### config.mk
export PLATFORM = sky130hd
export DESIGN_NAME = ptpm_queue_flat
export DESIGN_NICKNAME = d
export VERILOG_FILES = /design/src/hw/rtl/ptpm_pkg.sv /design/src/hw/rtl/ptpm_if.sv /design/src/hw/rtl/ptpm_queue.sv /design/src/flat_wrapper.sv
export SDC_FILE = /design/constraint.sdc
export NUM_CORES = 1
export LEC_CHECK = 0
export BUFFER_PORTS_ARGS = -buffer_cell sky130_fd_sc_hd__buf_2
export CORE_ASPECT_RATIO = 1.75
export CORE_MARGIN = 1.5
export CORE_UTILIZATION = 55
export CTS_BUF_LIST = sky130_fd_sc_hd__clkbuf_8
export CTS_CLUSTER_SIZE = 20
export DETAILED_ROUTE_END_ITERATION = 8
export GPL_ROUTABILITY_DRIVEN = 0
export GPL_TIMING_DRIVEN = 1
export PLACE_DENSITY = 0.86
export SLEW_MARGIN = 30
export SYNTH_ARGS = -nofsm -noshare
export SYNTH_HDL_FRONTEND = slang
export SYNTH_SLANG_ARGS = --single-unit
export TNS_END_PERCENT = 50
### constraint.sdc
create_clock -name clock -period 4.3 [get_ports clock]
set_input_delay 0.215 -clock clock [delete_from_list [all_inputs] [get_ports clock]]
set_output_delay 0.215 -clock clock [all_outputs]
set_load 0.01 [all_outputs]
### src/hw/rtl/ptpm_pkg.sv
// shared types and constants for the packed trie prefix matcher
`default_nettype none
package ptpm_pkg;
   localparam int NODE_COUNT_DEF   = 4096;
   localparam int LONG_ENTRIES_DEF = 2048;
   localparam int MAX_HITS_DEF     = 16;

   localparam logic [7:0] FLAG_END         = 8'h80;
   localparam logic [7:0] FLAG_RIGHT       = 8'h40;
   localparam logic [7:0] FLAG_LONG        = 8'h20;
   localparam logic [7:0] FLAG_SPARE       = 8'h10;
   localparam logic [7:0] OFFSET_HIGH_MASK = 8'h07;
   localparam int         LOW_SPAN         = 256;

   typedef enum logic [1:0] {
      MODE_WRITE_NODE = 2'd0,
      MODE_WRITE_LONG = 2'd1,
      MODE_CHAR       = 2'd2,
      MODE_END        = 2'd3
   } mode_type;

   typedef struct packed {
      logic [1:0]  mode;
      logic [11:0] address;
      logic [7:0]  node_letter;
      logic [7:0]  node_control;
      logic [7:0]  node_offset_low;
      logic [11:0] long_offset;
      logic [7:0]  character;
   } req_type;

   typedef struct packed {
      logic        match_valid;
      logic [7:0]  match_offset;
      logic [11:0] match_node;
      logic [4:0]  match_count;
      logic        overflow;
      logic [11:0] exact_node;
      logic        last;
   } rsp_type;

   typedef enum logic [3:0] {
      ST_IDLE,
      ST_RD_CUR,
      ST_WAIT_CUR,
      ST_RD_NEXT,
      ST_WAIT_NEXT,
      ST_RD_LONG,
      ST_WAIT_LONG,
      ST_FINISH,
      ST_EMIT_RD,
      ST_EMIT_WAIT,
      ST_EMIT_OUT
   } state_type;
endpackage
`default_nettype wire

### src/hw/rtl/ptpm_if.sv
// valid/ready channel interfaces
`default_nettype none
interface ptpm_req_if import ptpm_pkg::*; ();
   logic    valid;
   logic    ready;
   req_type data;
   modport source (output valid, output data, input ready);
   modport sink (input valid, input data, output ready);
endinterface

`default_nettype wire

### src/hw/rtl/ptpm_queue.sv
// front side: accepts transactions into a short queue
`default_nettype none
module ptpm_queue import ptpm_pkg::*; #(
   parameter int DEPTH = 2
) (
   input  wire logic clock,
   input  wire logic reset,
   ptpm_req_if.sink  req,
   output logic      q_valid,
   output req_type   q_data,
   input  wire logic q_pop
);
   localparam int AW = (DEPTH > 1) ? $clog2(DEPTH) : 1;

   req_type          slot_ff [DEPTH];
   logic [AW-1:0]    wr_ff, wr_in, rd_ff, rd_in;
   logic [AW:0]      cnt_ff, cnt_in;
   logic             push;

   assign req.ready = (cnt_ff != (AW+1)'(DEPTH));
   assign push      = req.valid && req.ready;
   assign q_valid   = (cnt_ff != '0);
   assign q_data    = slot_ff[rd_ff];

   always_comb begin
      wr_in  = wr_ff;
      rd_in  = rd_ff;
      cnt_in = cnt_ff;
      if (push) begin
         wr_in = (wr_ff == AW'(DEPTH - 1)) ? '0 : wr_ff + AW'(1);
      end
      if (q_pop) begin
         rd_in = (rd_ff == AW'(DEPTH - 1)) ? '0 : rd_ff + AW'(1);
      end
      if (push && !q_pop) begin
         cnt_in = cnt_ff + (AW+1)'(1);
      end else if (!push && q_pop) begin
         cnt_in = cnt_ff - (AW+1)'(1);
      end
   end

   always_ff @(posedge clock) begin
      if (reset) begin
         wr_ff  <= '0;
         rd_ff  <= '0;
         cnt_ff <= '0;
      end else begin
         wr_ff  <= wr_in;
         rd_ff  <= rd_in;
         cnt_ff <= cnt_in;
      end
      if (push) begin
         slot_ff[wr_ff] <= req.data;
      end
   end

   a_no_pop_empty: assert property (@(posedge clock) disable iff (reset)
      q_pop |-> q_valid) else $error("pop from empty queue");
   a_cnt_bound: assert property (@(posedge clock) disable iff (reset)
      cnt_ff <= (AW+1)'(DEPTH)) else $error("queue count out of range");
   a_push_full: assert property (@(posedge clock) disable iff (reset)
      (cnt_ff == (AW+1)'(DEPTH)) && !q_pop |=> cnt_ff == (AW+1)'(DEPTH))
      else $error("full queue lost entries");
endmodule
`default_nettype wire

### src/flat_wrapper.sv
// flat-port wrapper written by rule: the top's interface ports become plain ports
module ptpm_queue_flat import ptpm_pkg::*;
#(
   parameter int DEPTH = 2
)
  (clock, reset, q_valid, q_data, q_pop, req_valid, req_data, req_ready);
  ptpm_req_if req_i ();
  input  wire logic clock;
  input  wire logic reset;
  output logic q_valid;
  output req_type q_data;
  input  wire logic q_pop;
  input wire logic [$bits(req_i.valid)-1:0] req_valid;
  input wire logic [$bits(req_i.data)-1:0] req_data;
  output wire logic [$bits(req_i.ready)-1:0] req_ready;
  assign req_i.valid = req_valid;
  assign req_i.data = req_data;
  assign req_ready = req_i.ready;
  ptpm_queue #(.DEPTH(DEPTH)) u_core (.clock(clock), .reset(reset), .req(req_i), .q_valid(q_valid), .q_data(q_data), .q_pop(q_pop));
endmodule
==> run_results.csv, run 1 <==
group,metric,value,unit
global_routing,grt_first_pass_wirelength,13.6,mm
synthesis,synth_top_area_share,77.7,%
cts,post-cts-setup-buffer-count,0,
route,totalWireLength,9.35,mm
floorplan,io-pin-count,122,
power_and_ir_drop,power_density,455,nW/um2
placed_design,place_ws,2180,ps
setup_path,cp.arrival,2110,ps
sta,finalClockSkew,13.4,ps
sta,hold-worst-slack,124,ps
synthesis,yosys.cell_types.count,21,
setup_path,crit_type,"flop to output pin",
placed_design,place.port_buffers,121,
sta,final_hold_viol_count,0,
cts,clock_sinks,121,
synthesis,ys_ff_latch,121,
setup_path,timing.critical_path.fanout_max,37,
sta,tns,0,ps
final_layout,nFillCells,440,
power_and_ir_drop,total_leakage_power,2.41,nW
synthesis,synth_area_leader_cell,"sky130_fd_sc_hd__edfxtp_1",
setup_path,crit_path_cell_trace,"buf_4 > mux2_2 > buf_2",
global_routing,track_usage,21.9,%
cts,cts_tree,"done",
sta,final-max-slew-violation-count,0,
sta,timing.final.ws_setup,1970,ps
floorplan,placement_rows,43,
setup_path,worstSetupEndpointType,"output pin",
synthesis,synth_top_cells_by_area,"sky130_fd_sc_hd__edfxtp_1 (78%), sky130_fd_sc_hd__mux2_2 (9.5%), sky130_fd_sc_hd__mux2_4 (6.7%)",
setup_path,worstPathRequired,4090,ps
floorplan,core,7910,um2
global_routing,first_global_vias,2793,
route,ant_nets,0,
setup_path,timing.critical_path.slowest_cell_delay,730,ps
final_layout,finalInstanceArea,6120,um2
synthesis,synth_sequential_area_ratio,79.9,%
floorplan,floorplan_die_height,122,um
final_layout,num-nets-final,463,
sta,fmax,429,MHz
cts,clk-insertion-delay-late,430,ps
sta,fin_crit_sh,54.2,%
final_layout,area_growth_syn_to_layout,36.4,%
sta,timing_worst_slew_pin_value,661,ps
setup_path,regToRegStartpoint,"u_core.cnt_ff[0]",
route,wl_per_cell,18.5,um
cts,ctsRootBufferMaster,"sky130_fd_sc_hd__clkbuf_8",
global_routing,number_of_antenna_violations_at_the_first_check_in_global_routing,1,
synthesis,synthesis.yosys.warnings,0,
floorplan,initial_core_util,56.7,%
route,drtIter0Drc,107,
setup_path,rr_worst_depth,3,
power_and_ir_drop,vdd_drop_max,354,uV
setup_path,rrSetupSlack,2190,ps
synthesis,mappedNetlistArea,4490,um2
final_layout,drive_gt1_share,52.3,%
global_routing,grt_max_degree,38,
global_routing,gr-total-overflow,0,
synthesis,synth_area_per_cell,22.0,um2
synthesis,postSynthCellCount,204,
cts,cts_inserted_buffers,17,
route,num_vias,2635,
status,run_status,"completed",
route,route.detailed.drc,0,
setup_path,worstSetupStartpointType,"flop",
placed_design,dpl_cell_area,5190,um2
setup_path,timing.critical_path.slowest_stage_cell,"sky130_fd_sc_hd__dfxtp_4",
synthesis,synth_fp_nets,267,
worst_hold_path,worstHoldPathCells,3,
setup_path,critical_path.reg2reg.endpoint,"u_core.slot_ff[1][10]",
floorplan,dieWidth,71.3,um
floorplan,dieArea,8730,um2
cts,cts-root-to-sink-buffers,2,
final_layout,final_common_cell,"sky130_fd_sc_hd__buf_2",
placed_design,dp.final_hpwl,5.42,mm
sta,final-setup-viol-count,0,
worst_hold_path,hold_path_start,"q_pop",
cts,htree_levels,4,
worst_hold_path,hold_class,"input pin to flop",
route,via_per_inst,5.23,
cts,clkSlewWorstSetupHoldPaths,70,ps
route,detail_route.first_pass.iterations,4,
sta,grt_setup_unrepaired,"false",
sta,relSlewSlack,56.0,%
final_layout,top_library_cells_by_usage_in_the_layout_fill_and_taps_aside,"sky130_fd_sc_hd__buf_2 (121), sky130_fd_sc_hd__edfxtp_1 (116), sky130_fd_sc_hd__dlygate4sd3_1 (59), sky130_fd_sc_hd__mux2_2 (38), sky130_fd_sc_hd__mux2_4 (20)",
run,cap_viol_max_count,0,
sta,timing.final.crit_period,2330,ps
## critical path, delay by kind of cell, from the launching register on
family	cells	cell delay [ps]
buf+inv	2	580
flops	1	730
mux	1	380
## area by class of cell
| type | count | area (um2) | share of cell area, % |
|---|---|---|---|
| antenna | 1 | 2.50 | 0.0409 |
| clock buffer | 18 | 248 | 4.05 |
| clock inverter | 14 | 92.6 | 1.51 |
| inverter | 2 | 7.51 | 0.123 |
| multi-input combinational | 75 | 851 | 13.9 |
| sequential | 121 | 3590 | 58.6 |
| tap | 90 | 113 | 1.84 |
| timing repair buffer | 183 | 1220 | 19.9 |
## worst max-delay path by stage
stage	to	slack [ps]	cells past startpoint
floorplan	u_core.slot_ff[1][0]	1910	2
global placement	q_data[49]	2100	3
global route	q_data[50]	1860	3
finish	q_data[50]	1970	3
CTS	q_data[41]	1920	3
detailed placement	u_core.slot_ff[1][13]	2180	3
## timing repair
item                                    4_1_cts  5_1_grt
gates resized for setup                       0        0
endpoints found under the setup margin        0        0
hold endpoints to repair                    118        0
hold buffers                                 59        0
## logic make-up after synthesis
family	after synthesis	share of synthesized area, %
flops	121	79.9
mux	58	16.2
simple gates	9	1.28
buf+inv	8	1.17
compound gates	4	0.558
xor+xnor	3	0.586
fa+ha+maj	1	0.279
## per-stage QoR
| stage | utilization (%) | total power [mW] | cells |
|---|---|---|---|
| after floorplan | - | 1.73 | 204 |
| after global placement | 65.5 | 1.87 | 412 |
| after detailed placement | 65.6 | 1.89 | 412 |
| after CTS | 77.3 | 2.79 | 503 |
| after global routing | 77.4 | 2.89 | 504 |
| final | 77.4 | 2.79 | 504 |
## report_power, final
group	internal, mW	leakage, nW	switching (mW)
Sequential	1.43	1.12	0.0518
Clock	0.453	0.193	0.417
Combinational	0.224	1.10	0.211
## Yosys cell counts
cell type	number
sky130_fd_sc_hd__a21oi_1	2
sky130_fd_sc_hd__nor2_1	3
sky130_fd_sc_hd__mux2_2	38
sky130_fd_sc_hd__nand2b_4	1
sky130_fd_sc_hd__xnor2_1	1
sky130_fd_sc_hd__nand3b_1	1
sky130_fd_sc_hd__buf_2	3
sky130_fd_sc_hd__buf_4	1
sky130_fd_sc_hd__or2_2	1
sky130_fd_sc_hd__and3_1	1
sky130_fd_sc_hd__or3_1	1
sky130_fd_sc_hd__o21ai_0	1
sky130_fd_sc_hd__edfxtp_1	116
sky130_fd_sc_hd__a21bo_2	1
sky130_fd_sc_hd__buf_6	2
sky130_fd_sc_hd__and2_1	1
sky130_fd_sc_hd__xor2_1	2
sky130_fd_sc_hd__ha_1	1
sky130_fd_sc_hd__mux2_4	20
sky130_fd_sc_hd__inv_1	2
sky130_fd_sc_hd__dfxtp_1	5
## per-layer routing
layer / global-route usage (%) / up-vias / part of all wire (%)
met2: 39.9 / 96 / 58
li1: - / 1201 / -
met3: 5.67 / 28 / 3.9
met1: 21.1 / 1310 / 34
met5: 0 / - / 0
met4: 14.2 / 0 / 3.5
## flip-flops by register name, summed over array words and instances, names as in the netlist, named ones only
signal          count
u_core.rd_ff        1
u_core.cnt_ff       2
u_core.slot_ff    116
u_core.wr_ff        1
Note: power is estimated with default switching activity, not from simulation.
==> inputs of run 2 (changes only) <==
CORE_UTILIZATION = 49   (was 55)
PLACE_DENSITY = 0.81   (was 0.86)
clock period = 1.85 ns   (was 4.3 ns; I/O delays follow)
==> run 2 against run 1 <==
Against the previous run:
- register-to-register slack worse by 1900 ps
- worst setup slack got worse by 1800 ps
- count of clock-buffer cells in the layout down 1
- first-iteration DRC count grew 28%
- clock skew shrank 4.6 ps
- non-clock buffer count increased by 5
- highest routed layer unchanged
- via count down 3.0%
- routed wire length fell by 8.9%
- die area increased by 12%
==> run_results.csv, run 2 (synthesized netlist as in run 1, its figures left out) <==
group,metric,value,unit
placed_design,place.port_buffers,121,
cts,clk-insertion-delay-late,410,ps
route,num_vias,2556,
setup_path,critical_path.reg2reg.endpoint,"u_core.cnt_ff[1]",
setup_path,regToRegStartpoint,"u_core.cnt_ff[0]",
worst_hold_path,hold_path_start,"req_data[28]",
placed_design,place_ws,281,ps
cts,cts_tree,"done",
setup_path,cp.arrival,1600,ps
setup_path,worstSetupStartpointType,"flop",
global_routing,grt_first_pass_wirelength,12.8,mm
setup_path,critPathTopFamily,"buffers and inverters",
worst_hold_path,min_to,"u_core.slot_ff[0][28]",
setup_path,timing.critical_path.depth,3,
cts,ctsRootBufferMaster,"sky130_fd_sc_hd__clkbuf_8",
global_routing,grt_max_degree,59,
route,route.detailed.drc,0,
final_layout,final_common_cell,"sky130_fd_sc_hd__buf_2",
route,totalWireLength,8.52,mm
final_layout,postLayoutCoreUtil,68.8,%
global_routing,track_usage,18.7,%
route,routed-wl-met2,4.85,mm
setup_path,crit_type,"flop to output pin",
sta,timing.final.crit_period,1690,ps
setup_path,crit_path_cell_trace,"buf_4 > mux2_2 > buf_2",
cts,cts-root-to-sink-buffers,2,
worst_hold_path,hold_class,"input pin to flop",
floorplan,core,8980,um2
floorplan,placement_rows,46,
global_routing,first_global_vias,2764,
final_layout,insertedDiodeCount,0,
status,run_status,"completed",
sta,final-max-slew-violation-count,0,
cts,cts_inserted_buffers,17,
setup_path,worstSetupEndpointType,"output pin",
route,wl_per_cell,15.9,um
power_and_ir_drop,vdd_drop_max,864,uV
route,uppermost_layer_routed,"met4",
final_layout,area_growth_syn_to_layout,37.8,%
sta,timing.final.ws_setup,159,ps
cts,cts_resized,0,
final_layout,max_flop_register,"u_core.slot_ff",
floorplan,floorplan_die_height,130,um
floorplan,dieWidth,75.3,um
setup_path,rr_worst_depth,5,
sta,fmax,591,MHz
sta,timing_worst_slew_pin_value,324,ps
power_and_ir_drop,total_leakage_power,2.42,nW
setup_path,timing.critical_path.slowest_stage_cell,"sky130_fd_sc_hd__mux2_2",
sta,final_hold_viol_count,0,
sta,relSlewSlack,78.4,%
sta,grt_setup_unrepaired,"false",
cts,htree_levels,4,
cts,clock_sinks,121,
setup_path,worstPathRequired,1760,ps
global_routing,number_of_antenna_violations_at_the_first_check_in_global_routing,0,
cts,holdBufCountCts,62,
route,route.met3.wl,395,um
placed_design,numPlacedInstances,444,
route,drtIter0Drc,137,
sta,finalClockSkew,8.87,ps
setup_path,timing.critical_path.slowest_cell_delay,390,ps
run,cap_viol_max_count,0,
final_layout,reg.largest.list,"u_core.slot_ff (116), u_core.cnt_ff (2)",
floorplan,dieArea,9760,um2
global_routing,gr-total-overflow,0,
final_layout,num-nets-final,468,
placed_design,dp.final_hpwl,4.94,mm
final_layout,top_library_cells_by_usage_in_the_layout_fill_and_taps_aside,"sky130_fd_sc_hd__buf_2 (121), sky130_fd_sc_hd__edfxtp_1 (116), sky130_fd_sc_hd__dlygate4sd3_1 (62), sky130_fd_sc_hd__mux2_2 (38), sky130_fd_sc_hd__mux2_4 (20)",
route,detail_route.first_pass.iterations,4,
floorplan,initial_core_util,50.0,%
sta,hold-worst-slack,398,ps
power_and_ir_drop,power_density,1000,nW/um2
sta,fin_crit_sh,91.4,%
worst_hold_path,worstHoldPathCells,2,
final_layout,fin_cells,536,
route,ant_nets,0,
floorplan,io-pin-count,122,
setup_path,critPathBufInv,2,
route,wirelength_met1,2.93,mm
setup_path,rrSetupSlack,260,ps
sta,final-setup-viol-count,0,
final_layout,largest_register_ffs,116,
cts,clkSlewWorstSetupHoldPaths,60,ps
setup_path,timing.critical_path.fanout_max,20,
final_layout,drive_gt1_share,50.2,%
power_and_ir_drop,finalPower,6.19,mW
route,via_per_inst,4.77,
cts,post-cts-setup-buffer-count,0,
-- run 2: worst reg2reg max path, stage by stage (launching register included) --
cell and delay (ps):
sky130_fd_sc_hd__dfxtp_1 350, sky130_fd_sc_hd__nand2b_4 170, sky130_fd_sc_hd__and2_1 160, sky130_fd_sc_hd__ha_1 310, sky130_fd_sc_hd__or3_1 360, sky130_fd_sc_hd__a21oi_1 170
-- run 2: layout make-up --
class	instances	area, um2
timing repair buffer	188	1300
multi-input combinational	75	851
tap	120	150
fill	603	2800
sequential	121	3580
clock buffer	17	234
clock inverter	13	51.3
inverter	2	7.51
-- run 2: stage by stage --
stage	cell area, um2	setup TNS (ps)
CTS	6180	0
global route	6180	0
finish	6180	0
global placement	5270	0
detailed placement	5270	0
floorplan	4490	-19540
-- run 2: worst max path at each step --
stage	start	end	slack, ps
CTS	flop	q_data[47]	110
floorplan	u_core.cnt_ff[0]	u_core.slot_ff[0][0]	-340
detailed placement	u_core.cnt_ff[0]	u_core.cnt_ff[1]	280
global route	flop	q_data[15]	90
global placement	u_core.cnt_ff[0]	u_core.cnt_ff[1]	370
finish	flop	q_data[7]	160
-- run 2: layer usage --
layer  track usage (%)  vias to the layer above
met2              32.7                       89
met5                 0                        -
li1                  -                     1201
met3              6.07                       26
met4              12.0                        0
met1              18.0                     1240
-- run 2: power by group --
group | switching (mW) | total (mW) | internal (mW) | leakage [nW]
clock network | 0.872 | 1.72 | 0.847 | 0.166
registers | 0.0758 | 3.40 | 3.32 | 1.12
logic | 0.521 | 1.08 | 0.555 | 1.13
